--- src/sv/twph_pkg.sv ---
// Shared types and constants of the trace window pulse height block.
`timescale 1ns / 1ps

package twph_pkg;

  localparam int MAX_TRACE_LEN = 4096;
  localparam int IDX_W         = 13;
  localparam int SAMPLE_W      = 16;
  localparam int SUM_W         = 29;
  localparam int DEN_W         = 13;
  localparam int VAL_W         = 33;
  localparam int FRAC_BITS     = 16;
  localparam int EDGE_SAMPLES  = 10;
  localparam int QUEUE_DEPTH   = 2;
  localparam int CFG_IDX_W     = 3;
  localparam int CFG_DATA_W    = 13;

  typedef enum logic [CFG_IDX_W-1:0] {
    REG_MODE       = 3'd0,
    REG_BASE_START = 3'd1,
    REG_BASE_END   = 3'd2,
    REG_WIN_START  = 3'd3,
    REG_WIN_END    = 3'd4
  } cfg_reg_e;

  typedef enum logic [1:0] {
    ST_OK        = 2'd0,
    ST_EMPTY     = 2'd1,
    ST_SHORT     = 2'd2,
    ST_NO_WINDOW = 2'd3
  } status_e;

  typedef enum logic [1:0] {
    JOB_STATUS = 2'd0,
    JOB_HEIGHT = 2'd1,
    JOB_WINDOW = 2'd2
  } job_e;

  typedef enum logic [1:0] {
    BK_IDLE  = 2'd0,
    BK_DIV_A = 2'd1,
    BK_DIV_B = 2'd2,
    BK_DONE  = 2'd3
  } back_state_e;

  typedef struct packed {
    logic                      mode;
    logic [IDX_W-1:0]          baseline_start;
    logic [IDX_W-1:0]          baseline_end;
    logic [IDX_W-1:0]          window_start;
    logic [IDX_W-1:0]          window_end;
  } cfg_t;

  typedef struct packed {
    logic signed [SAMPLE_W-1:0] sample;
    logic                       last;
    logic                       empty_trace;
  } in_t;

  typedef struct packed {
    logic signed [VAL_W-1:0] value;
    logic [1:0]              status;
  } out_t;

  // One finished trace, classified: either a final status or one or two divisions.
  typedef struct packed {
    job_e                    kind;
    status_e                 status;
    logic signed [SUM_W-1:0] num_a;
    logic [DEN_W-1:0]        den_a;
    logic signed [SUM_W-1:0] num_b;
    logic [DEN_W-1:0]        den_b;
  } job_t;

  typedef struct packed {
    logic valid;
    logic full;
  } queue_stat_t;

endpackage

--- src/sv/twph_queue.sv ---
// Short job queue between the sample front end and the division back end.
`timescale 1ns / 1ps

module twph_queue
  import twph_pkg::*;
#(
  parameter int Depth = QUEUE_DEPTH
) (
  input  logic        clk_i,
  input  logic        rst_ni,
  input  logic        push_i,
  input  job_t        push_data_i,
  input  logic        pop_i,
  output job_t        head_o,
  output queue_stat_t stat_o
);

  localparam int PtrW = (Depth > 1) ? $clog2(Depth) : 1;
  localparam int CntW = $clog2(Depth + 1);

  job_t            mem_q [Depth];
  logic [PtrW-1:0] wr_ptr_q, wr_ptr_d;
  logic [PtrW-1:0] rd_ptr_q, rd_ptr_d;
  logic [CntW-1:0] count_q, count_d;
  logic            do_push, do_pop;

  assign stat_o.valid = (count_q != '0);
  assign stat_o.full  = (count_q == CntW'(Depth));
  assign do_push      = push_i & ~stat_o.full;
  assign do_pop       = pop_i & stat_o.valid;
  assign head_o       = mem_q[rd_ptr_q];

  always_comb begin
    wr_ptr_d = wr_ptr_q;
    rd_ptr_d = rd_ptr_q;
    count_d  = count_q;
    if (do_push) begin
      wr_ptr_d = (wr_ptr_q == PtrW'(Depth - 1)) ? '0 : wr_ptr_q + 1'b1;
    end
    if (do_pop) begin
      rd_ptr_d = (rd_ptr_q == PtrW'(Depth - 1)) ? '0 : rd_ptr_q + 1'b1;
    end
    if (do_push && !do_pop) begin
      count_d = count_q + 1'b1;
    end else if (do_pop && !do_push) begin
      count_d = count_q - 1'b1;
    end
  end

  always_ff @(posedge clk_i or negedge rst_ni) begin
    if (!rst_ni) begin
      wr_ptr_q <= '0;
      rd_ptr_q <= '0;
      count_q  <= '0;
    end else begin
      wr_ptr_q <= wr_ptr_d;
      rd_ptr_q <= rd_ptr_d;
      count_q  <= count_d;
    end
  end

  always_ff @(posedge clk_i) begin
    if (do_push) begin
      mem_q[wr_ptr_q] <= push_data_i;
    end
  end

  a_count_bound: assert property (@(posedge clk_i) disable iff (!rst_ni)
    count_q <= CntW'(Depth))
    else $error("job queue count beyond depth");

  a_no_lost_push: assert property (@(posedge clk_i) disable iff (!rst_ni)
    push_i |-> !stat_o.full)
    else $error("job pushed into a full queue");

endmodule

--- src/sv/twph_front.sv ---
// Front end: counts samples, keeps baseline, window, head and tail sums, classifies each trace end.
`timescale 1ns / 1ps

module twph_front
  import twph_pkg::*;
#(
  parameter int EdgeSamples = EDGE_SAMPLES
) (
  input  logic        clk_i,
  input  logic        rst_ni,
  input  cfg_t        cfg_i,
  input  logic        in_valid_i,
  output logic        in_ready_o,
  input  in_t         in_data_i,
  input  queue_stat_t q_stat_i,
  output logic        push_o,
  output job_t        job_o
);

  localparam int EdgeW  = SAMPLE_W + $clog2(EdgeSamples);
  localparam int MinLen = 2 * EdgeSamples;

  logic [IDX_W-1:0]          idx_q, len_n;
  logic signed [SUM_W-1:0]   base_q, base_n;
  logic signed [SUM_W-1:0]   integ_q, integ_n;
  logic signed [EdgeW-1:0]   head_q, head_n;
  logic signed [EdgeW-1:0]   tail_q, tail_n;
  logic signed [EdgeW:0]     tail_full;
  logic signed [EdgeW:0]     height_num;
  logic signed [SAMPLE_W-1:0] tap_q [EdgeSamples];
  logic                      count_en, in_base, in_win, in_head;
  logic                      accept, trace_end;

  assign trace_end  = in_data_i.last | in_data_i.empty_trace;
  // Hold only the final word of a trace while the queue is full.
  assign in_ready_o = ~q_stat_i.full | ~trace_end;
  assign accept     = in_valid_i & in_ready_o;
  assign push_o     = accept & trace_end;

  assign count_en = (idx_q < IDX_W'(MAX_TRACE_LEN));
  assign in_base  = (idx_q >= cfg_i.baseline_start) && (idx_q < cfg_i.baseline_end);
  assign in_win   = (idx_q >= cfg_i.window_start) && (idx_q < cfg_i.window_end);
  assign in_head  = (idx_q < IDX_W'(EdgeSamples));

  always_comb begin
    len_n   = idx_q;
    base_n  = base_q;
    integ_n = integ_q;
    head_n  = head_q;
    tail_n  = tail_q;
    // Tail sum gains the new sample and drops the one that falls off the shift line.
    tail_full = EdgeW'(tail_q) + (EdgeW + 1)'(in_data_i.sample)
              - (EdgeW + 1)'(tap_q[EdgeSamples-1]);
    if (count_en) begin
      len_n  = idx_q + 1'b1;
      tail_n = EdgeW'(tail_full);
      if (in_base) begin
        base_n = base_q + SUM_W'(in_data_i.sample);
      end
      if (in_win) begin
        integ_n = integ_q + SUM_W'(in_data_i.sample);
      end
      if (in_head) begin
        head_n = head_q + EdgeW'(in_data_i.sample);
      end
    end
  end

  assign height_num = (EdgeW + 1)'(tail_n) - (EdgeW + 1)'(head_n);

  always_comb begin
    job_o.kind   = JOB_STATUS;
    job_o.status = ST_OK;
    job_o.num_a  = integ_n;
    job_o.den_a  = cfg_i.window_end - cfg_i.window_start;
    job_o.num_b  = base_n;
    job_o.den_b  = cfg_i.baseline_end - cfg_i.baseline_start;
    priority if (in_data_i.empty_trace) begin
      job_o.status = ST_EMPTY;
    end else if (cfg_i.mode) begin
      if (len_n < IDX_W'(MinLen)) begin
        job_o.status = ST_SHORT;
      end else begin
        job_o.kind  = JOB_HEIGHT;
        job_o.num_a = SUM_W'(height_num);
        job_o.den_a = DEN_W'(EdgeSamples);
      end
    end else if (len_n < cfg_i.window_end || len_n < cfg_i.baseline_end) begin
      job_o.status = ST_SHORT;
    end else if (cfg_i.window_end <= cfg_i.window_start ||
                 cfg_i.baseline_end <= cfg_i.baseline_start) begin
      job_o.status = ST_NO_WINDOW;
    end else begin
      job_o.kind = JOB_WINDOW;
    end
  end

  always_ff @(posedge clk_i or negedge rst_ni) begin
    if (!rst_ni) begin
      idx_q   <= '0;
      base_q  <= '0;
      integ_q <= '0;
      head_q  <= '0;
      tail_q  <= '0;
      for (int k = 0; k < EdgeSamples; k++) begin
        tap_q[k] <= '0;
      end
    end else if (accept) begin
      if (trace_end) begin
        idx_q   <= '0;
        base_q  <= '0;
        integ_q <= '0;
        head_q  <= '0;
        tail_q  <= '0;
        for (int k = 0; k < EdgeSamples; k++) begin
          tap_q[k] <= '0;
        end
      end else if (count_en) begin
        idx_q   <= len_n;
        base_q  <= base_n;
        integ_q <= integ_n;
        head_q  <= head_n;
        tail_q  <= tail_n;
        tap_q[0] <= in_data_i.sample;
        for (int k = 1; k < EdgeSamples; k++) begin
          tap_q[k] <= tap_q[k-1];
        end
      end
    end
  end

  a_idx_saturates: assert property (@(posedge clk_i) disable iff (!rst_ni)
    idx_q <= IDX_W'(MAX_TRACE_LEN))
    else $error("sample count beyond trace limit");

  a_clear_after_end: assert property (@(posedge clk_i) disable iff (!rst_ni)
    push_o |=> (idx_q == '0 && tail_q == '0))
    else $error("trace state not cleared after trace end");

endmodule

--- src/sv/twph_div.sv ---
// Iterative restoring divider: rounded signed fixed point quotient, one bit per cycle.
`timescale 1ns / 1ps

module twph_div
  import twph_pkg::*;
(
  input  logic                    clk_i,
  input  logic                    rst_ni,
  input  logic                    start_i,
  input  logic signed [SUM_W-1:0] num_i,
  input  logic [DEN_W-1:0]        den_i,
  output logic                    busy_o,
  output logic                    done_o,
  output logic signed [VAL_W-1:0] quot_o
);

  localparam int DivW = SUM_W + FRAC_BITS + 1;
  localparam int CntW = $clog2(DivW + 1);

  logic [DivW-1:0]  shift_q, shift_d;
  logic [DEN_W-1:0] rem_q, rem_d;
  logic [DEN_W-1:0] den_q;
  logic [CntW-1:0]  cnt_q;
  logic             busy_q, done_q, neg_q;
  logic [SUM_W-1:0] mag;
  logic [DivW-1:0]  dividend;
  logic [DEN_W:0]   trial;
  logic             ge;
  logic [VAL_W-1:0] q_low;

  assign mag      = num_i[SUM_W-1] ? SUM_W'(-num_i) : SUM_W'(num_i);
  // Half the divisor added up front rounds the magnitude to nearest, ties away.
  assign dividend = (DivW'(mag) << FRAC_BITS) + DivW'(den_i >> 1);

  assign trial   = {rem_q, shift_q[DivW-1]};
  assign ge      = (trial >= {1'b0, den_q});
  assign rem_d   = ge ? DEN_W'(trial - {1'b0, den_q}) : DEN_W'(trial);
  assign shift_d = {shift_q[DivW-2:0], ge};

  assign q_low  = shift_q[VAL_W-1:0];
  assign quot_o = neg_q ? -q_low : q_low;
  assign busy_o = busy_q;
  assign done_o = done_q;

  always_ff @(posedge clk_i or negedge rst_ni) begin
    if (!rst_ni) begin
      busy_q <= 1'b0;
      done_q <= 1'b0;
      cnt_q  <= '0;
    end else begin
      done_q <= 1'b0;
      if (start_i) begin
        busy_q <= 1'b1;
        cnt_q  <= CntW'(DivW);
      end else if (busy_q) begin
        cnt_q <= cnt_q - 1'b1;
        if (cnt_q == CntW'(1)) begin
          busy_q <= 1'b0;
          done_q <= 1'b1;
        end
      end
    end
  end

  always_ff @(posedge clk_i) begin
    if (start_i) begin
      shift_q <= dividend;
      rem_q   <= '0;
      den_q   <= den_i;
      neg_q   <= num_i[SUM_W-1];
    end else if (busy_q) begin
      shift_q <= shift_d;
      rem_q   <= rem_d;
    end
  end

  a_done_after_busy: assert property (@(posedge clk_i) disable iff (!rst_ni)
    done_q |-> $past(busy_q))
    else $error("divider done without a running division");

endmodule

--- src/sv/twph_back.sv ---
// Back end: takes classified traces, runs the divisions and holds the result word.
`timescale 1ns / 1ps

module twph_back
  import twph_pkg::*;
(
  input  logic        clk_i,
  input  logic        rst_ni,
  input  job_t        head_i,
  input  queue_stat_t q_stat_i,
  output logic        pop_o,
  output logic        out_valid_o,
  input  logic        out_ready_i,
  output out_t        out_data_o
);

  back_state_e             state_q, state_d;
  job_t                    job_q;
  logic                    job_load;
  logic signed [VAL_W-1:0] acc_q, acc_d;
  out_t                    out_q, out_d;
  logic                    out_valid_q, out_load, slot_free;
  logic                    div_start, div_busy, div_done;
  logic signed [SUM_W-1:0] div_num;
  logic [DEN_W-1:0]        div_den;
  logic signed [VAL_W-1:0] div_quot;

  twph_div u_div (
    .clk_i  (clk_i),
    .rst_ni (rst_ni),
    .start_i(div_start),
    .num_i  (div_num),
    .den_i  (div_den),
    .busy_o (div_busy),
    .done_o (div_done),
    .quot_o (div_quot)
  );

  assign slot_free   = ~out_valid_q | out_ready_i;
  assign out_valid_o = out_valid_q;
  assign out_data_o  = out_q;

  always_comb begin
    state_d      = state_q;
    pop_o        = 1'b0;
    job_load     = 1'b0;
    acc_d        = acc_q;
    out_load     = 1'b0;
    out_d.value  = '0;
    out_d.status = ST_OK;
    div_start    = 1'b0;
    div_num      = head_i.num_a;
    div_den      = head_i.den_a;
    unique case (state_q)
      BK_IDLE: begin
        if (q_stat_i.valid) begin
          if (head_i.kind == JOB_STATUS) begin
            if (slot_free) begin
              pop_o        = 1'b1;
              out_load     = 1'b1;
              out_d.status = head_i.status;
            end
          end else begin
            pop_o     = 1'b1;
            job_load  = 1'b1;
            div_start = 1'b1;
            state_d   = BK_DIV_A;
          end
        end
      end
      BK_DIV_A: begin
        div_num = job_q.num_b;
        div_den = job_q.den_b;
        if (div_done) begin
          acc_d = div_quot;
          if (job_q.kind == JOB_WINDOW) begin
            div_start = 1'b1;
            state_d   = BK_DIV_B;
          end else begin
            state_d = BK_DONE;
          end
        end
      end
      BK_DIV_B: begin
        if (div_done) begin
          // Window mean minus baseline mean.
          acc_d   = acc_q - div_quot;
          state_d = BK_DONE;
        end
      end
      BK_DONE: begin
        if (slot_free) begin
          out_load     = 1'b1;
          out_d.value  = acc_q;
          out_d.status = ST_OK;
          state_d      = BK_IDLE;
        end
      end
      default: state_d = BK_IDLE;
    endcase
  end

  always_ff @(posedge clk_i or negedge rst_ni) begin
    if (!rst_ni) begin
      state_q     <= BK_IDLE;
      out_valid_q <= 1'b0;
    end else begin
      state_q     <= state_d;
      out_valid_q <= out_load | (out_valid_q & ~out_ready_i);
    end
  end

  always_ff @(posedge clk_i) begin
    acc_q <= acc_d;
    if (job_load) begin
      job_q <= head_i;
    end
    if (out_load) begin
      out_q <= out_d;
    end
  end

  a_second_div_window: assert property (@(posedge clk_i) disable iff (!rst_ni)
    state_q == BK_DIV_B |-> job_q.kind == JOB_WINDOW)
    else $error("second division for a job that needs one");

  a_start_when_free: assert property (@(posedge clk_i) disable iff (!rst_ni)
    div_start |-> !div_busy)
    else $error("division started while divider busy");

endmodule

--- src/sv/trace_window_pulse_height.sv ---
// Top level of the trace window pulse height block: register file, front, queue, back.
//
//   channel  signals                                   direction  moves
//   in       in_valid_i / in_ready_o / in_data_i       input      one trace sample a word
//   out      out_valid_o / out_ready_i / out_data_o    output     one result word a trace
//   cfg      cfg_valid_i / cfg_ready_o / cfg_index_i,  input      one register write a word
//            cfg_data_i
//
// Samples are taken one a cycle; only the final word of a trace waits, and only while the
// job queue is full. A window trace runs two divisions in the back end and a height trace
// one, on the shared one-bit-per-cycle divider.
// Reset is asynchronous and active low; it clears the registers to zero and the trace state.
// A stalled output keeps its word while the front end keeps accumulating the next traces.
`timescale 1ns / 1ps

module trace_window_pulse_height
  import twph_pkg::*;
#(
  parameter int EdgeSamples = EDGE_SAMPLES,
  parameter int QueueDepth  = QUEUE_DEPTH
) (
  input  logic                  clk_i,
  input  logic                  rst_ni,
  input  logic                  in_valid_i,
  output logic                  in_ready_o,
  input  in_t                   in_data_i,
  output logic                  out_valid_o,
  input  logic                  out_ready_i,
  output out_t                  out_data_o,
  input  logic                  cfg_valid_i,
  output logic                  cfg_ready_o,
  input  logic [CFG_IDX_W-1:0]  cfg_index_i,
  input  logic [CFG_DATA_W-1:0] cfg_data_i
);

  cfg_t        cfg_q;
  job_t        push_job, head_job;
  logic        push, pop;
  queue_stat_t q_stat;

  assign cfg_ready_o = 1'b1;

  always_ff @(posedge clk_i or negedge rst_ni) begin
    if (!rst_ni) begin
      cfg_q <= '0;
    end else if (cfg_valid_i) begin
      unique case (cfg_reg_e'(cfg_index_i))
        REG_MODE:       cfg_q.mode           <= cfg_data_i[0];
        REG_BASE_START: cfg_q.baseline_start <= IDX_W'(cfg_data_i);
        REG_BASE_END:   cfg_q.baseline_end   <= IDX_W'(cfg_data_i);
        REG_WIN_START:  cfg_q.window_start   <= IDX_W'(cfg_data_i);
        REG_WIN_END:    cfg_q.window_end     <= IDX_W'(cfg_data_i);
        default: ;
      endcase
    end
  end

  twph_front #(
    .EdgeSamples(EdgeSamples)
  ) u_front (
    .clk_i     (clk_i),
    .rst_ni    (rst_ni),
    .cfg_i     (cfg_q),
    .in_valid_i(in_valid_i),
    .in_ready_o(in_ready_o),
    .in_data_i (in_data_i),
    .q_stat_i  (q_stat),
    .push_o    (push),
    .job_o     (push_job)
  );

  twph_queue #(
    .Depth(QueueDepth)
  ) u_queue (
    .clk_i      (clk_i),
    .rst_ni     (rst_ni),
    .push_i     (push),
    .push_data_i(push_job),
    .pop_i      (pop),
    .head_o     (head_job),
    .stat_o     (q_stat)
  );

  twph_back u_back (
    .clk_i      (clk_i),
    .rst_ni     (rst_ni),
    .head_i     (head_job),
    .q_stat_i   (q_stat),
    .pop_o      (pop),
    .out_valid_o(out_valid_o),
    .out_ready_i(out_ready_i),
    .out_data_o (out_data_o)
  );

endmodule

--- config.mk ---
export PLATFORM = sky130hd
export DESIGN_NAME = trace_window_pulse_height
export DESIGN_NICKNAME = d
export VERILOG_FILES = /design/src/sv/twph_pkg.sv /design/src/sv/twph_queue.sv /design/src/sv/twph_front.sv /design/src/sv/twph_div.sv /design/src/sv/twph_back.sv /design/src/sv/trace_window_pulse_height.sv
export SDC_FILE = /design/constraint.sdc
export NUM_CORES = 2
export LEC_CHECK = 0
export BUFFER_PORTS_ARGS = -buffer_cell sky130_fd_sc_hd__buf_2
export CAP_MARGIN = 30
export CORE_ASPECT_RATIO = 1.75
export CORE_MARGIN = 4
export CORE_UTILIZATION = 62
export DETAILED_ROUTE_END_ITERATION = 10
export PLACE_DENSITY = 0.8
export SLEW_MARGIN = 20
export SYNTH_ARGS = -nofsm -noshare
export SYNTH_HDL_FRONTEND = slang
export SYNTH_HIERARCHICAL = 1
export SYNTH_SLANG_ARGS = --single-unit
export TNS_END_PERCENT = 100
--- constraint.sdc ---
create_clock -name clk_i -period 12.3 [get_ports clk_i]
set_clock_uncertainty 0.1 [all_clocks]
set_input_delay 2.46 -clock clk_i [delete_from_list [all_inputs] [get_ports clk_i]]
set_output_delay 2.46 -clock clk_i [all_outputs]
set_load 0.02 [all_outputs]
Word level (Yosys, flattened, before mapping)
Memory sizes are Yosys's and may differ from the RTL's.
Cells that the tools add are included.
- flip-flop bits (word level): 524
- memory bits (writable): 176
- input bits: 39
- output and inout bits: 38
- logic and storage cells: 203
- memories: 1
- add/subtract/negate cells: 19
- magnitude comparators: 12
- equality and inequality tests: 15
- mux-type cells: 80
- bitwise logic cells: 13
- reduce and logical (&&, ||, !) cells: 25
- memories (memory ; depth ; bits a word ; read ports ; clocked after Yosys merged registers in ; write ports ; line ; RTL):
    u_queue.mem_q ; 2 ; 88 ; 1 ; 0 ; 1 ; twph_queue.sv:21 ; job_t mem_q [Depth];
- operators with widths (kind ; number):
    2-to-1 mux 160 bit ; 2
    2-to-1 mux 29 bit ; 10
    2-to-1 mux 20 bit ; 7
    2-to-1 mux 42 bit ; 3
    2-to-1 mux 33 bit ; 3
    2-to-1 mux 46 bit ; 2
    one-hot mux 33 bit (2 select lines) ; 1
    2-to-1 mux 13 bit ; 5
    adder 29 x 16 -> 29 bit ; 2
    less-than comparator 13 bit ; 4
    adder 45 x 12 -> 46 bit ; 1
    adder 20 x 16 -> 20 bit ; 2
    subtractor 13 bit ; 3
    2-to-1 mux 2 bit ; 17
    negation 33 bit ; 1
    subtractor 33 bit ; 1
    negation 29 bit ; 1
    greater-or-equal comparator 13 bit ; 2
    <= comparator 13 bit ; 2
    2-to-1 mux 1 bit ; 23
    subtractor 20 x 20 -> 21 bit ; 1
    subtractor 20 x 16 -> 20 bit ; 1
    greater-or-equal comparator 14 x 13 -> 1 bit ; 1
    AND reduction 2 bit ; 7
    32 further kinds ; 62

Depth between registers and ports, before layout
- depth after elaboration: 10
- gate-level depth with buffers: 25

Cells and area by module
Netlist, hierarchy kept.
- by module, submodules not included (module ; times used ; cells each ; area an instance (µm²)):
    twph_front ; 1 ; 2192 ; 20474.6
    twph_back ; 1 ; 610 ; 6739.0
    twph_queue ; 1 ; 293 ; 6580.1
    twph_div ; 1 ; 527 ; 5198.7
    trace_window_pulse_height ; 1 ; 117 ; 2210.9

Worst setup path before layout
Ideal clock, no wire load.
- kind: in2reg
- start point: input in_data_i[0] (netlist bit)
- end point: memory u_queue/mem_q[0][0] (netlist bit) (enable)
- setup time: 0.535 ns
- arrival time: 6.598 ns
- path slack: 5.066 ns
- stages: 4
- cell sequence: nor2_1 -> nor3b_1 -> nand2_1 -> nor2_1
- word-level cells in the longest chain between the ends: 8
- RTL lines (element ; line ; RTL):
    start: declaration ; trace_window_pulse_height.sv:26 ; input in_t in_data_i,
    bitwise OR 1 bit (*) ; twph_front.sv:34 ; assign trace_end = in_data_i.last | in_data_i.empty_trace;
    NOT 1 bit ; twph_front.sv:36 ; assign in_ready_o = ~q_stat_i.full | ~trace_end;
    bitwise OR 1 bit ; twph_front.sv:36 ;
    AND 1 bit ; twph_front.sv:37 ; assign accept = in_valid_i & in_ready_o;
    AND 1 bit (*) ; twph_front.sv:38 ; assign push_o = accept & trace_end;
    via push ; trace_window_pulse_height.sv:38 ; logic push, pop;
    AND 1 bit (*) ; twph_queue.sv:29 ; assign do_push = push_i & ~stat_o.full;
    2-to-1 mux 1 bit (*) ; twph_queue.sv:63 ; if (do_push) begin
    2-to-1 mux 1 bit (not written as such) (*) ; twph_queue.sv:64 ; mem_q[wr_ptr_q] <= push_data_i;
    end: declaration ; twph_queue.sv:21 ;
The timed path passes the listed nets; every way through them passes the cells marked *.

==> summary.txt <==
Run status
  – Status: complete, no violations

Synth
  – Synth Register Bits: 700
  – Gate Count Post-Synth: 3739
  – Simple-Gate Fraction of Synth Area: 10.2%
  – Mapped cell area: 41200 um2
  – XOR/XNOR Fraction of Synth Area: 4.44%
  – Adder-cell share of the synthesized area: 9.54%
  – Largest family of logic cells by synthesized area: compound AO/OA/AOI/OAI gates
  – Synth Area in Compound Gates: 17.2%
  – Syn nets: 4076
  – Yosys warns: 6
  – Mux share of post-synthesis cell area: 8.09%
  – Syn avg cell area: 11.0 um2
  – Seq/Total Area, Yosys: 46.6%
  – EDFF count, synth: 348
  – Synth async-reset ratio: 48.4%
  – Top_reg_cell synth: edfxtp_1
  – Count of cell types in the netlist: 108

Clocking
  – Hold Buf Count CTS: 0
  – CTS buffer count: 67
  – Worst-Skew Late Latency: 0.62 ns
  – Clock net sink count: 700
  – Post-CTS Resized: 0
  – Longest Clk Path Bufs: 3
  – CTS tree: built
  – Reg clk slew, reported paths: 0.06 ns
  – CTS Root Cell: clkbuf_16
  – Post-CTS Setup Bufs: 0
  – H-tree Lvls: 3

Worst setup path
  – Crit. End Element: flip-flop
  – Critical Path Start Type: primary input
  – Crit Path Category: in2reg
  – Worst EP required: 12.68 ns
  – Max FO, Critical Path: 9
  – WP data arrival: 7.44 ns

Timing
  – Setup TNS: 0 ns
  – Finish-stage setup viols: 0
  – Unrepaired setup endpoints after global routing: false
  – Final Hold Viols: 0
  – Setup ws final: 5.23 ns
  – Hold slack: 0.387 ns
  – Tcrit/Tclk final: 57.4%
  – Slew headroom: 32.8%
  – Peak Freq: 0.142 GHz
  – Slew @ Worst Pin: 1.01 ns
  – Final Max Slew Viols: 0
  – Crit path time final: 7.07 ns

Final layout
  – Layout cells sized above 1: 13.6%
  – Layout area overhead: 8.49%
  – Non-Filler Instances: 4694
  – Fillers: 4910
  – Commonest non-fill, non-tap cell in the layout: edfxtp_1
  – Most frequent cells in the layout: edfxtp_1, dfrtp_1, ha_1, nand2_1, inv_1
  – Final nets: 4093

Floorplanning
  – Initial Util: 62.8%
  – Row count: 124
  – Placeable Area: 65600 um2
  – Die height: 349 um
  – Die area: 70800 um2
  – Die Wd: 203 um
  – Boundary pin count: 77

GRT
  – Antenna violations before repair: 4
  – Total track usage: 28.3%
  – Pin count of the biggest net entering global routing: 154
  – Total grt overflow: 0
  – Vias in the first global route: 30200
  – Global-route wire length before repair: 161000 um

Routing
  – Routed vias/inst: 6.31
  – Drt first pass iters: 8
  – DR iter-0 viols: 1995
  – ANT nets after route: 0
  – Drt drc: 0
  – Avg WL per Cell: 21.4 um
  – Vias: 29600
  – Final WL: 101000 um

Placement
  – Placed cells: 4566
  – Final GP Congestion: 0.958
  – Worst slack, placed: 4.70 ns
  – Number of port buffers: 75
  – Dpl hpwl: 71700 um

Power and ir drop
  – Leakage: 19.7 nW
  – Pwr dens: 242 nW/um2
  – VDD IR max: 177 uV

Job
  – MaxCap Viol Count: 0

Hold path
  – Hold WC Path Type: reg2reg
where the power goes:
group          switching, W  total (W)  internal, W
Combinational       0.00313    0.00519      0.00206
Sequential         0.000295    0.00342      0.00313
Clock              0.000901    0.00219      0.00129
Total               0.00432     0.0108      0.00648
layer usage:
| layer | vias to the layer above | track usage (%) | share of wire (%) | wire, um |
|---|---|---|---|---|
| met2 | 964 | 51.4 | 52 | 52300 |
| met3 | 342 | 3.80 | 4.9 | 4950 |
| met1 | 14400 | 31.7 | 37 | 36800 |
| met5 | - | 0 | 0.011 | 11 |
| met4 | 2 | 16.7 | 6.6 | 6640 |
| li1 | 13900 | - | - | - |
logic make-up after synthesis:
group,Yosys count
AO/OA/AOI/OAI,1021
XOR/XNOR,209
adder cells (fa/ha/maj),298
buffers and inverters,404
flip-flops,700
multiplexers,285
other,1
AND/OR/NAND/NOR,821
flip-flops by register name (all words and copies together) (netlist names), 2 cells and up:
signal and flops:
cfg_q 53, u_back/acc_q 33, u_back/job_q 44, u_back/out_data_o 35, u_back/state_q 2, u_back/u_div/cnt_q 6
u_back/u_div/den_q 13, u_back/u_div/rem_q 13, u_back/u_div/shift_q 46, u_front/base_q 29, u_front/head_q 20, u_front/idx_q 13
u_front/integ_q 29, u_front/tail_q 20, u_front/tap_q 160, u_queue/count_q 2, u_queue/mem_q 176
worst paths after layout:
path / to / start / slack (ns) / cells past startpoint
max in group asynchronous: u_front/integ_q[11] / rst_ni / 8.79 / 2
min in group asynchronous: u_front/tap_q[114] / rst_ni / 1.89 / 1
min: u_front/tap_q[10] / u_front/tap_q[26] / 0.39 / 1
max reg2reg: u_queue/mem_q[1][82] / u_front/tap_q[2] / 6.92 / 22
max: u_queue/mem_q[1][82] / in_data_i[4] / 5.23 / 24
min reg2reg: u_front/tap_q[10] / u_front/tap_q[26] / 0.39 / 1
area by class of cell:
type	instances	area [um2]	share of cell area [%]
flip-flops and latches	700	19200	42.9
clock inverters	36	474	1.06
well taps	882	1100	2.47
multi-input cells	2635	20500	45.8
inverters	244	916	2.05
clock buffers	85	1860	4.16
repair buffers	108	677	1.51
diodes	4	10.0	0.0224
stage by stage:
step	power [W]	util, %	area, um2
global route	0.0115	68.1	44700
global placement	0.00841	64.5	42300
CTS	0.0108	68.0	44600
floorplan	0.00727	-	41200
finish	0.0108	68.1	44700
detailed placement	0.00853	64.5	42300
synthesized netlist by cell type (all sizes together) (15+ instances only):
| cell | instances | area (um2) |
|---|---|---|
| a21o | 88 | 661 |
| o41ai | 16 | 178 |
| nand3 | 59 | 300 |
| nor4 | 15 | 139 |
| nand4 | 39 | 244 |
| a211oi | 20 | 155 |
| o21ai | 218 | 1090 |
| mux2 | 230 | 2780 |
| o31ai | 32 | 240 |
| xor2 | 87 | 762 |
| edfxtp | 348 | 10500 |
| a31oi | 18 | 113 |
| nor3 | 48 | 257 |
| inv | 242 | 908 |
| a22o | 213 | 1870 |
| o21bai | 19 | 143 |
| fa | 27 | 541 |
| or3 | 29 | 196 |
| o211ai | 17 | 133 |
| nand2b | 38 | 238 |
| xnor2 | 122 | 1070 |
| buf | 42 | 269 |
| nand2 | 241 | 907 |
| ha | 271 | 3390 |
| a21boi | 16 | 120 |
| o21a | 38 | 285 |
| dfrtp | 339 | 8480 |
| and3 | 50 | 313 |
| mux2i | 55 | 551 |
| nor2b | 36 | 233 |
| a21oi | 208 | 1050 |
| clkbuf | 118 | 444 |
| nor2 | 187 | 702 |
worst max-delay path, cell delays in order:
cell and delay [ns]:
buf_2 0.14, inv_1 0.09, fa_1 0.53, inv_1 0.04, ha_1 0.32, nor2b_1 0.14
o21ai_0 0.21, a21boi_0 0.20, o21a_1 0.22, o21ai_0 0.27, nand2b_1 0.09, a21oi_1 0.18
xor2_1 0.21, o21ai_0 0.11, ha_1 0.36, a21oi_1 0.25, nand2_1 0.08, nor2_1 0.09
nand3_1 0.14, a41oi_1 0.42, o211ai_1 0.18, a21oi_2 0.43, a21oi_1 0.11, nand3_1 0.13
No activity file was read; power rests on OpenSTA's default activity.
